**config.mk**
```make
export PLATFORM = sky130hd
export DESIGN_NAME = tilt_servo_stabilizer_top
export DESIGN_NICKNAME = d
export VERILOG_FILES = /design/src/design/tss_pkg.sv /design/src/design/tss_cordic.sv /design/src/design/tss_div.sv /design/src/design/tilt_servo_stabilizer_top.sv
export SDC_FILE = /design/constraint.sdc
export NUM_CORES = 2
export LEC_CHECK = 0
export BUFFER_PORTS_ARGS = -buffer_cell sky130_fd_sc_hd__buf_2
export CAP_MARGIN = 20
export CORE_AREA = 2 2 457 459
export DETAILED_ROUTE_END_ITERATION = 10
export DIE_AREA = 0 0 459 461
export PLACE_DENSITY_LB_ADDON = 0.2
export SYNTH_ARGS = -nofsm -noshare
export SYNTH_HDL_FRONTEND = slang
export SYNTH_HIERARCHICAL = 1
export SYNTH_SLANG_ARGS = --single-unit
```
**constraint.sdc**
```tcl
create_clock -name i_clk -period 14.9 [get_ports i_clk]
set_input_delay 3.725 -clock i_clk [delete_from_list [all_inputs] [get_ports i_clk]]
set_output_delay 3.725 -clock i_clk [all_outputs]
set_load 0.02 [all_outputs]
```
**src/design/tss_pkg.sv**
```systemverilog
// Shared constants and tables for the tilt servo stabiliser.
`timescale 1ns / 1ps
package tss_pkg;

    localparam int CW      = 36;   // CORDIC x/y datapath width
    localparam int ZW      = 27;   // CORDIC angle accumulator, degrees Q16
    localparam int CNT_W   = 5;    // CORDIC step counter
    localparam int TAB_LEN = 24;

    localparam logic signed [ZW-1:0] ATAN_TAB [TAB_LEN] = '{
        27'sd2949120, 27'sd1740967, 27'sd919879, 27'sd466945,
        27'sd234379,  27'sd117304,  27'sd58666,  27'sd29335,
        27'sd14668,   27'sd7334,    27'sd3667,   27'sd1833,
        27'sd917,     27'sd458,     27'sd229,    27'sd115,
        27'sd57,      27'sd29,      27'sd14,     27'sd7,
        27'sd4,       27'sd2,       27'sd1,      27'sd0
    };
    localparam logic signed [ZW-1:0] Z_HALF_TURN = 27'sd11796480;

    localparam int          REM_W    = 17;
    localparam logic [REM_W:0] DIVISOR = 18'd131000;
    localparam logic [16:0] INV_GAIN = 17'd39797;
    localparam logic [16:0] YAW_BIAS = 17'd65500;

    localparam int          DT_W   = 26;
    localparam logic [31:0] DT_CAP = 32'd33554432;

    localparam int          CFG_IDX_W = 3;
    localparam logic [CFG_IDX_W-1:0] REG_DEADBAND = 3'd0;
    localparam logic [CFG_IDX_W-1:0] REG_CENTER   = 3'd1;
    localparam logic [CFG_IDX_W-1:0] REG_YAW_HOLD = 3'd2;
    localparam logic [CFG_IDX_W-1:0] REG_MOT_HOLD = 3'd3;

endpackage

```
**src/design/tss_cordic.sv**
```systemverilog
// Iterative CORDIC vectoring unit: one rotation per cycle.
`timescale 1ns / 1ps
module tss_cordic import tss_pkg::*; #(
    parameter int STEPS = 16
) (
    input  logic                 i_clk,
    input  logic                 i_rst_n,
    input  logic                 i_start,
    input  logic signed [CW-1:0] i_x,
    input  logic signed [CW-1:0] i_y,
    output logic                 o_done,
    output logic signed [ZW-1:0] o_z,
    output logic signed [CW-1:0] o_mag
);
    localparam logic [CNT_W-1:0] LAST = CNT_W'(STEPS - 1);

    logic signed [CW-1:0] r_x, r_y, xs, ys;
    logic signed [ZW-1:0] r_z;
    logic [CNT_W-1:0]     r_cnt;
    logic                 r_busy, r_done, r_zero;

    assign xs = r_x >>> r_cnt;
    assign ys = r_y >>> r_cnt;

    always_ff @(posedge i_clk) begin
        if (!i_rst_n) begin
            r_busy <= 1'b0;
            r_done <= 1'b0;
            r_cnt  <= '0;
        end else begin
            r_done <= 1'b0;
            if (i_start) begin
                r_busy <= 1'b1;
                r_cnt  <= '0;
                r_zero <= (i_x == '0) && (i_y == '0);
                if (i_x < 0) begin
                    // fold the left half-plane over
                    r_x <= -i_x;
                    r_y <= -i_y;
                    r_z <= (i_y >= 0) ? Z_HALF_TURN : -Z_HALF_TURN;
                end else begin
                    r_x <= i_x;
                    r_y <= i_y;
                    r_z <= '0;
                end
            end else if (r_busy) begin
                if (r_y > 0) begin
                    r_x <= r_x + ys;
                    r_y <= r_y - xs;
                    r_z <= r_z + ATAN_TAB[r_cnt];
                end else begin
                    r_x <= r_x - ys;
                    r_y <= r_y + xs;
                    r_z <= r_z - ATAN_TAB[r_cnt];
                end
                r_cnt <= r_cnt + 1'b1;
                if (r_cnt == LAST) begin
                    r_busy <= 1'b0;
                    r_done <= 1'b1;
                end
            end
        end
    end

    assign o_done = r_done;
    assign o_z    = r_zero ? '0 : r_z;
    assign o_mag  = r_zero ? '0 : r_x;

    ap_done_idle: assert property (@(posedge i_clk) disable iff (!i_rst_n)
        r_done |-> !r_busy) else $error("cordic done while busy");
    ap_start_busy: assert property (@(posedge i_clk) disable iff (!i_rst_n)
        i_start |=> r_busy) else $error("cordic start did not take");
    ap_cnt_range: assert property (@(posedge i_clk) disable iff (!i_rst_n)
        r_busy |-> r_cnt <= LAST) else $error("cordic step count overran");

endmodule

```
**src/design/tss_div.sv**
```systemverilog
// Bit-serial restoring divider by the constant yaw scale.
`timescale 1ns / 1ps
module tss_div import tss_pkg::*; #(
    parameter int DW = 51
) (
    input  logic          i_clk,
    input  logic          i_rst_n,
    input  logic          i_start,
    input  logic [DW-1:0] i_dividend,
    output logic          o_busy,
    output logic [DW-1:0] o_quot
);
    localparam int CW_D = $clog2(DW + 1);

    logic [REM_W-1:0] r_rem;
    logic [DW-1:0]    r_q;
    logic [CW_D-1:0]  r_cnt;
    logic             r_busy;
    logic [REM_W:0]   trial;
    logic             ge;

    assign trial = {r_rem, r_q[DW-1]};
    assign ge    = trial >= DIVISOR;

    always_ff @(posedge i_clk) begin
        if (!i_rst_n) begin
            r_busy <= 1'b0;
            r_cnt  <= '0;
        end else if (i_start) begin
            r_busy <= 1'b1;
            r_cnt  <= '0;
            r_rem  <= '0;
            r_q    <= i_dividend;
        end else if (r_busy) begin
            // shift one dividend bit in, one quotient bit out
            r_rem <= ge ? REM_W'(trial - DIVISOR) : trial[REM_W-1:0];
            r_q   <= {r_q[DW-2:0], ge};
            r_cnt <= r_cnt + 1'b1;
            if (r_cnt == CW_D'(DW - 1)) r_busy <= 1'b0;
        end
    end

    assign o_busy = r_busy;
    assign o_quot = r_q;

    ap_rem_bound: assert property (@(posedge i_clk) disable iff (!i_rst_n)
        r_busy |-> {1'b0, r_rem} < DIVISOR) else $error("remainder out of range");
    ap_start: assert property (@(posedge i_clk) disable iff (!i_rst_n)
        i_start |=> r_busy && r_cnt == '0) else $error("divider start lost");
    ap_end: assert property (@(posedge i_clk) disable iff (!i_rst_n)
        r_busy && r_cnt == CW_D'(DW - 1) && !i_start |=> !r_busy)
        else $error("divider ran past its last bit");

endmodule

```
**src/design/tilt_servo_stabilizer_top.sv**
```systemverilog
// Top level of the tilt servo stabiliser: sequencer, yaw integrator, servo logic.
`timescale 1ns / 1ps
// One word in gives one word out. An accepted word passes through the roll
// and pitch CORDIC runs, which overlap with the bit-serial divider that
// scales the gyro rate, one quotient bit a cycle; the next word is taken only
// once all of them are done and the result is in the output register. A
// finished word waits in the output register while the next input word is
// already taken.
module tilt_servo_stabilizer_top import tss_pkg::*; #(
    parameter int ANGLE_FRAC_BITS = 8,
    parameter int CORDIC_STEPS    = 16
) (
    input  logic                 i_clk,
    input  logic                 i_rst_n,
    input  logic                 i_cfg_we,
    input  logic [CFG_IDX_W-1:0] i_cfg_addr,
    input  logic [15:0]          i_cfg_wdata,
    input  logic                 s_axis_tvalid,
    output logic                 s_axis_tready,
    // timestamp_ms, accel_x, accel_y, accel_z, gyro_z, pir_level, zero fill
    input  logic [103:0]         s_axis_tdata,
    output logic                 m_axis_tvalid,
    input  logic                 m_axis_tready,
    // servo_roll_a, servo_roll_b, servo_pitch_a, servo_pitch_b, servo_yaw,
    // led_on, zero fill
    output logic [47:0]          m_axis_tdata
);
    localparam int F    = ANGLE_FRAC_BITS;
    localparam int AW   = F + 10;
    localparam int YW   = F + 9;
    localparam int DW   = 43 + F;
    localparam int RSH  = 16 - F;
    localparam logic [ZW-1:0] HALF = (RSH == 0) ? '0 : ZW'(1) << ((RSH == 0) ? 0 : RSH - 1);
    localparam logic signed [YW-1:0] YLIM = YW'(90) <<< F;

    typedef enum logic [2:0] {S_IDLE, S_PREP, S_ROLL, S_MAG, S_PITCH, S_DIVW, S_UPD} t_state;

    t_state r_state;
    logic [6:0]  r_db;
    logic [7:0]  r_center;
    logic [15:0] r_yaw_hold, r_mot_hold;

    logic [31:0]        r_ts, r_last, r_ovr_start, r_yp_start;
    logic signed [15:0] r_ax, r_ay, r_az, r_gz;
    logic               r_pir, r_ovr, r_yp;
    logic signed [YW-1:0] r_yaw;
    logic signed [AW-1:0] r_roll, r_pitch;
    logic [51:0]        r_prod;
    logic [7:0]         r_pos [5];
    logic               r_mvalid;
    logic [47:0]        r_mdata;

    logic                 c_start, c_done;
    logic signed [CW-1:0] c_x, c_y, c_mag;
    logic signed [ZW-1:0] c_z;
    logic                 d_start, d_busy;
    logic [DW-1:0]        d_dividend, d_quot;

    logic [31:0]     dt_raw;
    logic [DT_W-1:0] dt;
    logic [15:0]     gz_abs;
    logic signed [DW+1:0] ysum;
    logic signed [YW-1:0] yaw_sat;

    // update results
    logic [7:0]  n_pos [5];
    logic        n_ovr, n_yp;
    logic [31:0] n_ovr_start, n_yp_start;
    logic [7:0]  cs;
    logic signed [10:0] ro, po;

    function automatic logic signed [AW-1:0] q16_angle(input logic signed [ZW-1:0] z);
        logic [ZW-1:0] mg, rd;
        mg = z[ZW-1] ? ZW'(-z) : ZW'(z);
        rd = (mg + HALF) >> RSH;
        return z[ZW-1] ? -AW'(rd) : AW'(rd);
    endfunction

    function automatic logic [AW-1:0] abs_a(input logic signed [AW-1:0] a);
        return a[AW-1] ? AW'(-a) : AW'(a);
    endfunction

    function automatic logic signed [10:0] map_off(input logic signed [AW-1:0] a);
        logic signed [10:0] d, s, h;
        d = a[AW-1] ? -11'(abs_a(a) >> F) : 11'(abs_a(a) >> F);
        s = d + 11'sd90;
        h = s[10] ? -((-s) >>> 1) : (s >>> 1);
        return h - 11'sd45;
    endfunction

    function automatic logic [7:0] clamp8(input logic signed [10:0] v);
        if (v < 0) return 8'd0;
        if (v > 11'sd180) return 8'd180;
        return v[7:0];
    endfunction

    function automatic logic beyond(input logic signed [AW-1:0] a, input logic [6:0] db);
        return abs_a(a) > (AW'(db) << F);
    endfunction

    tss_cordic #(.STEPS(CORDIC_STEPS)) u_cordic (
        .i_clk, .i_rst_n, .i_start(c_start), .i_x(c_x), .i_y(c_y),
        .o_done(c_done), .o_z(c_z), .o_mag(c_mag)
    );

    tss_div #(.DW(DW)) u_div (
        .i_clk, .i_rst_n, .i_start(d_start), .i_dividend(d_dividend),
        .o_busy(d_busy), .o_quot(d_quot)
    );

    assign c_start = (r_state == S_PREP) || (r_state == S_MAG);
    assign c_x = (r_state == S_PREP) ? (CW'(r_az) <<< 16)
                                      : CW'((r_prod + 52'd32768) >> 16);
    assign c_y = (r_state == S_PREP) ? (CW'(r_ay) <<< 16) : -(CW'(r_ax) <<< 16);

    assign dt_raw     = r_ts - r_last;
    assign dt         = (dt_raw > DT_CAP) ? DT_W'(DT_CAP) : dt_raw[DT_W-1:0];
    assign gz_abs     = r_gz[15] ? 16'(-r_gz) : 16'(r_gz);
    assign d_start    = (r_state == S_PREP);
    assign d_dividend = (DW'(gz_abs * dt) << F) + DW'(YAW_BIAS);

    // add the signed increment and saturate
    always_comb begin
        ysum = r_gz[15] ? -$signed({2'b00, d_quot}) : $signed({2'b00, d_quot});
        ysum = ysum + (DW+2)'(r_yaw);
        if (ysum > (DW+2)'(YLIM))       yaw_sat = YLIM;
        else if (ysum < -(DW+2)'(YLIM)) yaw_sat = -YLIM;
        else                            yaw_sat = YW'(ysum);
    end

    always_comb begin
        cs = (r_center > 8'd180) ? 8'd180 : r_center;
        ro = map_off(r_roll);
        po = map_off(r_pitch);
        for (int i = 0; i < 5; i++) n_pos[i] = r_pos[i];
        n_ovr       = r_ovr;
        n_yp        = r_yp;
        n_ovr_start = r_ovr_start;
        n_yp_start  = r_yp_start;
        if (!r_ovr) begin
            if (beyond(r_roll, r_db)) begin
                n_pos[0] = clamp8($signed({3'b000, r_center}) - ro);
                n_pos[1] = clamp8($signed({3'b000, r_center}) + ro);
            end else begin
                n_pos[0] = cs;
                n_pos[1] = cs;
            end
            if (beyond(r_pitch, r_db)) begin
                n_pos[2] = clamp8($signed({3'b000, r_center}) + po);
                n_pos[3] = n_pos[2];
            end else begin
                n_pos[2] = cs;
                n_pos[3] = cs;
            end
            if (!r_yp && beyond(AW'(r_yaw), r_db)) begin
                n_pos[4]   = clamp8($signed({3'b000, r_center}) + map_off(AW'(r_yaw)));
                n_yp       = 1'b1;
                n_yp_start = r_ts;
            end
        end
        if (n_yp && (r_ts - n_yp_start) > {16'd0, r_yaw_hold}) begin
            n_pos[4] = cs;
            n_yp     = 1'b0;
        end
        if (r_pir && !r_ovr) begin
            n_ovr       = 1'b1;
            n_ovr_start = r_ts;
            n_pos[0] = 8'd45;
            n_pos[1] = 8'd135;
            n_pos[2] = 8'd45;
            n_pos[3] = 8'd135;
            n_pos[4] = 8'd60;
        end
        if (n_ovr && (r_ts - n_ovr_start) > {16'd0, r_mot_hold}) begin
            for (int i = 0; i < 5; i++) n_pos[i] = cs;
            n_ovr = 1'b0;
        end
    end

    always_ff @(posedge i_clk) begin
        if (!i_rst_n) begin
            r_state     <= S_IDLE;
            r_db        <= 7'd5;
            r_center    <= 8'd90;
            r_yaw_hold  <= 16'd1000;
            r_mot_hold  <= 16'd2000;
            r_yaw       <= '0;
            r_last      <= '0;
            r_ovr       <= 1'b0;
            r_ovr_start <= '0;
            r_yp        <= 1'b0;
            r_yp_start  <= '0;
            for (int i = 0; i < 5; i++) r_pos[i] <= 8'd90;
            r_mvalid    <= 1'b0;
        end else begin
            if (i_cfg_we) begin
                unique case (i_cfg_addr)
                    REG_DEADBAND: r_db       <= i_cfg_wdata[6:0];
                    REG_CENTER:   r_center   <= i_cfg_wdata[7:0];
                    REG_YAW_HOLD: r_yaw_hold <= i_cfg_wdata;
                    REG_MOT_HOLD: r_mot_hold <= i_cfg_wdata;
                    default: ;
                endcase
            end
            if (m_axis_tvalid && m_axis_tready && r_state != S_UPD) r_mvalid <= 1'b0;
            unique case (r_state)
                S_IDLE: begin
                    if (s_axis_tvalid) begin
                        r_ts    <= s_axis_tdata[31:0];
                        r_ax    <= s_axis_tdata[47:32];
                        r_ay    <= s_axis_tdata[63:48];
                        r_az    <= s_axis_tdata[79:64];
                        r_gz    <= s_axis_tdata[95:80];
                        r_pir   <= s_axis_tdata[96];
                        r_state <= S_PREP;
                    end
                end
                S_PREP: r_state <= S_ROLL;
                S_ROLL: begin
                    if (c_done) begin
                        r_roll  <= q16_angle(c_z);
                        r_prod  <= 52'(c_mag[CW-2:0]) * 52'(INV_GAIN);
                        r_state <= S_MAG;
                    end
                end
                S_MAG: r_state <= S_PITCH;
                S_PITCH: begin
                    if (c_done) begin
                        r_pitch <= q16_angle(c_z);
                        r_state <= S_DIVW;
                    end
                end
                S_DIVW: begin
                    if (!d_busy) begin
                        r_yaw   <= yaw_sat;
                        r_last  <= r_ts;
                        r_state <= S_UPD;
                    end
                end
                S_UPD: begin
                    // hold until the output register is free
                    if (!r_mvalid || m_axis_tready) begin
                        for (int i = 0; i < 5; i++) r_pos[i] <= n_pos[i];
                        r_ovr       <= n_ovr;
                        r_ovr_start <= n_ovr_start;
                        r_yp        <= n_yp;
                        r_yp_start  <= n_yp_start;
                        r_mdata     <= {7'd0, n_ovr, n_pos[4], n_pos[3], n_pos[2],
                                        n_pos[1], n_pos[0]};
                        r_mvalid    <= 1'b1;
                        r_state     <= S_IDLE;
                    end
                end
                default: r_state <= S_IDLE;
            endcase
        end
    end

    assign s_axis_tready = (r_state == S_IDLE) && i_rst_n;
    assign m_axis_tvalid = r_mvalid;
    assign m_axis_tdata  = r_mdata;

    ap_yaw_sat: assert property (@(posedge i_clk) disable iff (!i_rst_n)
        r_yaw <= YLIM && r_yaw >= -YLIM) else $error("yaw accumulator beyond limit");
    ap_led: assert property (@(posedge i_clk) disable iff (!i_rst_n)
        m_axis_tvalid |-> m_axis_tdata[40] == r_ovr) else $error("LED out of step");
    ap_servo_range: assert property (@(posedge i_clk) disable iff (!i_rst_n)
        m_axis_tvalid |-> m_axis_tdata[7:0] <= 8'd180 && m_axis_tdata[15:8] <= 8'd180
            && m_axis_tdata[23:16] <= 8'd180 && m_axis_tdata[31:24] <= 8'd180
            && m_axis_tdata[39:32] <= 8'd180) else $error("servo angle above 180");

endmodule
```
Word level (Yosys, flattened, before mapping). Memory sizes are Yosys's and may differ from the RTL's. Cells that the tools add are included.

Register bits: 573. Memory bits (writable): 40. Memory bits (read-only): 864. Input port bits: 128. Output and inout bits: 50. Logic and storage cells: 293. Memories kept: 2.

$add $sub $neg: 45. Multiply operators: 2. $lt $le $gt $ge: 22. Equality and inequality tests: 17. Shifts and indexed selects: 2. Mux-type cells: 125. Bitwise logic cells: 9. Reduce and logical (&&, ||, !) cells: 36.

Memory list: (no name shown) (words 32, width 27, read ports 1, clocked after memory_dff 0, wr ports 0, line tss_cordic.sv:50) `r_z <= r_z + ATAN_TAB[r_cnt];`; r_pos (words 5, width 8, read ports 5, clocked after memory_dff 0, wr ports 5, line tilt_servo_stabilizer_top.sv:49) `logic [7:0] r_pos [5];`.

Operators with widths (number): $mux W36 (10); $mux W27 (8); $mux W8 (24); $mux W40 (3); $mux W51 (2); $mux W32 (3); $sub A32 B32 Y32 (3); $add A36 B36 Y36 (2); $logic_not A36 Y1 (2); $mux W18 (4); $neg A36 Y36 (2); $sshr A36 B5 Y36 (2); $sub A36 B36 Y36 (2); $mux W17 (4); $mux W11 (6); $neg A10 Y11 (6); $gt A32 B16 Y1 (2); $gt A18 B15 Y1 (3); $neg A18 Y18 (3); $add A53 B17 Y53 (1); $gt A53 B16 Y1 const B (1); $lt A53 B16 Y1 const B (1); $mux W53 (1); $neg A51 Y53 (1); other kinds (55) (162).

Logic depth before layout (Yosys ltp).
Word-level depth: 25. Depth in mapped cells: 49. Mapped depth without buffers: 46.

Modules after synthesis. The synthesis kept the hierarchy.

Modules (own cells, without submodules): tilt_servo_stabilizer_top (instances 1, cells an instance 6981, area each 60017.6 sq um, seq. area each 10830.4 sq um); tss_cordic (instances 1, cells an instance 2266, area each 18689.2 sq um, seq. area each 3143.0 sq um); tss_div (instances 1, cells an instance 231, area each 3442.1 sq um, seq. area each 2182.1 sq um).

Worst setup path before layout. No wires, ideal clock.

Path kind: register to register. Start: reg r_ts[0]. End: reg u_div.r_q[49], in the netlist u_div/o_quot[49] (data pin). Library setup time: 0.260 ns. Data arrival time: 11.709 ns. Data required time: 14.640 ns. Path slack: 2.931 ns. Stages on the path, launching flop included: 45. Buffers on the path: 3. Period minus slack after synthesis: 11.969 ns. Cells stage by stage: edfxtp_1 inv_1 ha_1 inv_1 fa_1 a21o_1 a21oi_2 o21bai_1 a21oi_1 xor2_1 nand3_1 or4_1 nor4_1 or4b_1 or4_1 nor4b_2 o21a_1 clkbuf_1 (+9 left out) fa_1 inv_1 fa_1 inv_1 ha_1 a2111o_1 a41oi_1 o21ai_0 a21oi_1 nand4b_1 mux2_2 a211oi_1 nor4bb_1 nand3b_1 a211oi_2 nand3_1 xor2_1 mux2_2.

Cells in the longest elaborated chain, start to end: 6.

Ends and longest elaborated chain: start, declared (line tilt_servo_stabilizer_top.sv:43) `logic [31:0] r_ts, r_last, r_ovr_start, r_yp_start;`; start signal, assigned (line tilt_servo_stabilizer_top.sv:209) `r_ts <= s_axis_tdata[31:0];`; $sub A32 B32 Y32 (*) (line tilt_servo_stabilizer_top.sv:116) `assign dt_raw = r_ts - r_last;`; $gt A32 B26 Y1 (line tilt_servo_stabilizer_top.sv:117) `assign dt = (dt_raw > DT_CAP) ? DT_W'(DT_CAP) : dt_raw[DT_W-1:0];`; $mux W26 (*) (line tilt_servo_stabilizer_top.sv:117); $mul A16 B26 Y42 (*) (line tilt_servo_stabilizer_top.sv:120) `assign d_dividend = (DW'(gz_abs * dt) << F) + DW'(YAW_BIAS);`; $add A50 B16 Y51 (*) (line tilt_servo_stabilizer_top.sv:120); named net d_dividend[49] (line tilt_servo_stabilizer_top.sv:57) `logic [DW-1:0] d_dividend, d_quot;`; $mux W51 (*) (line tss_div.sv:29) `end else if (i_start) begin`; end signal, assigned (line tss_div.sv:33) `r_q <= i_dividend;`; end signal, assigned (line tss_div.sv:37) `r_q <= {r_q[DW-2:0], ge};`; end, declared (line tss_div.sv:16) `logic [DW-1:0] r_q;`.

Mark *: on every way through the listed nets, which the timed path passes. The rest lies on a longest branch. A chain may end at the register's enable or synchronous reset.

Final worst setup path. Same ends and word-level chain as after synthesis.

==> key figures <==
Global route
  • Gr usage total: 22.5%
  • Initial antenna violation count: 6
  • Met1 Track Usage GR: 30.3%
  • Vias in the first global route: 69432
  • Largest net degree at the start of global routing: 94
  • Grt peak-use layer: met2
  • First-pass GRT wire length: 385 mm
  • GRT met3 Usage: 2.81%
  • Total grt overflow: 0
  • GR Util met2: 38.0%

Route
  • DRC Markers: 0
  • WL per Instance: 19.5 um
  • DRT iter0 DRCs: 4673
  • Drt pass-1 iters: 8
  • ANT nets after route: 0
  • Routed vias/inst: 5.64
  • Total number of vias: 69485
  • Final Routed Wirelength: 240 mm

STA
  • Crit path time final: 14.05 ns
  • Slew Viols, Final: 0
  • RSZ-0062 raised after global routing: false
  • Fmax: 71.2 MHz
  • Final setup viols: 0
  • Worst-Margin Slew: 1.07 ns
  • Hold Fails Final Rpt: 0
  • Final period util: 94.3%
  • Hold slack: 0.450 ns
  • Setup TNS: 0 ns
  • Max_slew headroom: 28.7%
  • Fin Clk Skew: 0.0439 ns

Critical path
  • Worst path bufs/invs: 7
  • Crit path launch type: flip-flop
  • CP top delay family: adder cells
  • Worst Path Required: 15.37 ns
  • Crit-path max FO: 33
  • Arrival @ worst endpoint: 14.52 ns
  • Element type at the critical path end: flip-flop
  • Critical path type: reg2reg
  • Max stage delay on crit path: 0.55 ns
  • Worst path slowest cell: fa_1
  • Crit path top cell by count: fa_1

Clocking
  • Root Buffer Master: clkbuf_16
  • CTS tree: yes
  • H-tree Lvls: 3
  • Cts repair resizes: 0
  • Clk Latency, worst-skew pair: 0.74 ns
  • Clk buf depth: 3
  • Post CTS Setup Buffer Count: 0
  • CTS buffer count: 78
  • Clk sink count: 598
  • Hold-fix buffers, CTS: 0
  • Clock-pin slew on the worst setup and hold paths: 0.06 ns

Finish
  • Layout cells sized above 1: 8.16%
  • Filler cells: 20282
  • Reg area: 16200 sq um
  • Area of the multi-input gates: 60800 sq um
  • Fin nets: 10967
  • Layout area overhead: 8.21%

Outcome
  • Outcome: finished, final reports clean

Pwr
  • Leakage: 37.2 nW
  • PwrDens: 174 nW/um^2
  • Worst vdd rail ir drop: 0.000537 V

Floorplanning
  • # IOs: 178
  • Core Area: 206000 sq um
  • Die Wd: 459 um
  • Die area: 212000 sq um
  • Initial Util: 39.8%
  • DIE HEIGHT: 461 um
  • # rows: 167

Run
  • Max Cap Viol: 0

Hold path
  • Hold crit path type: reg2reg

Yosys
  • Avg Cell Area, Syn: 8.67 sq um
  • Cell area after synthesis: 82100 sq um
  • Cell count after synthesis: 9477
  • Yosys warnings: 6

Place
  • IO buf count: 163
  • RePlAce Congestion: 0.935
  • DP HPWL: 187 mm
-- tightest hold or removal path: stages, from the launching register on --
cell and delay [ns]:
dfxtp_1 0.32, nand2_1 0.04, o21ai_0 0.05
-- final cells by class --
| cell class | instances | area share [%] |
|---|---|---|
| multi-input cells | 7539 | 68.5 |
| flip-flops and latches | 598 | 18.2 |
| inverters | 1011 | 4.27 |
| well taps | 2704 | 3.81 |
| clock buffers | 98 | 2.38 |
| repair buffers | 314 | 2.21 |
| clock inverters | 46 | 0.666 |
| diodes | 2 | 0.00563 |
-- power by group --
group          switching, mW  total [mW]  internal (mW)
logic                   6.04        10.8           4.78
clock network          0.846        2.02           1.18
registers              0.165        2.64           2.48
total                   7.06        15.5           8.43
-- flip-flops by register name, summed over array words and instances (netlist names), 17 cells and up --
signal,flops
r_yp_start,32
r_prod,36
u_cordic/r_y,36
r_last,32
u_cordic/r_z,27
r_pitch,18
r_yaw,17
r_roll,18
m_axis_tdata,41
r_ts,32
u_div/r_rem,17
u_div/o_quot,51
u_cordic/r_x,36
r_pos,40
r_ovr_start,32
-- cell usage in the layout (no fill, tap or decap), types with 150 or more instances in the layout --
master / n
mux2i_1: 162
xor2_1: 242
nor3_1: 170
o21ai_0: 475
nand3_1: 157
nor2_1: 605
ha_1: 698
edfxtp_1: 418
nand2_1: 1073
xnor2_1: 467
buf_2: 162
a21oi_1: 464
a21o_1: 175
buf_4: 150
dfxtp_1: 174
inv_1: 1005
nor2b_1: 160
fa_1: 599
-- per-stage QoR --
step                area (sq um)  total power, mW  setup WS (ns)  util (%)  instances
floorplan                  82400             11.1           2.93         -       9552
global placement           86200             13.3           1.11      41.7      12164
detailed placement         86200             13.5          0.947      41.7      12166
CTS                        88900             15.7          0.875      43.1      12310
global route               88900             17.3         0.0337      43.1      12311
finish                     88900             15.5          0.848      43.1      12312
-- metal layers --
metal  wire [um]  share of wire, %
met5          14            0.0058
met4        6470               2.7
met3       12000               5.0
met2      113000                47
met1      109000                45
-- worst paths after layout --
| check | start | end | slack (ns) | cells past startpoint |
|---|---|---|---|---|
| max | r_ts[0] | u_div/o_quot[49] | 0.85 | 44 |
| min reg2reg | r_yp_start[7] | r_yp_start[7] | 0.45 | 2 |
| min | r_yp_start[7] | r_yp_start[7] | 0.45 | 2 |
| max reg2reg | r_ts[0] | u_div/o_quot[49] | 0.85 | 44 |
No activity file was read; power rests on OpenSTA's default activity.
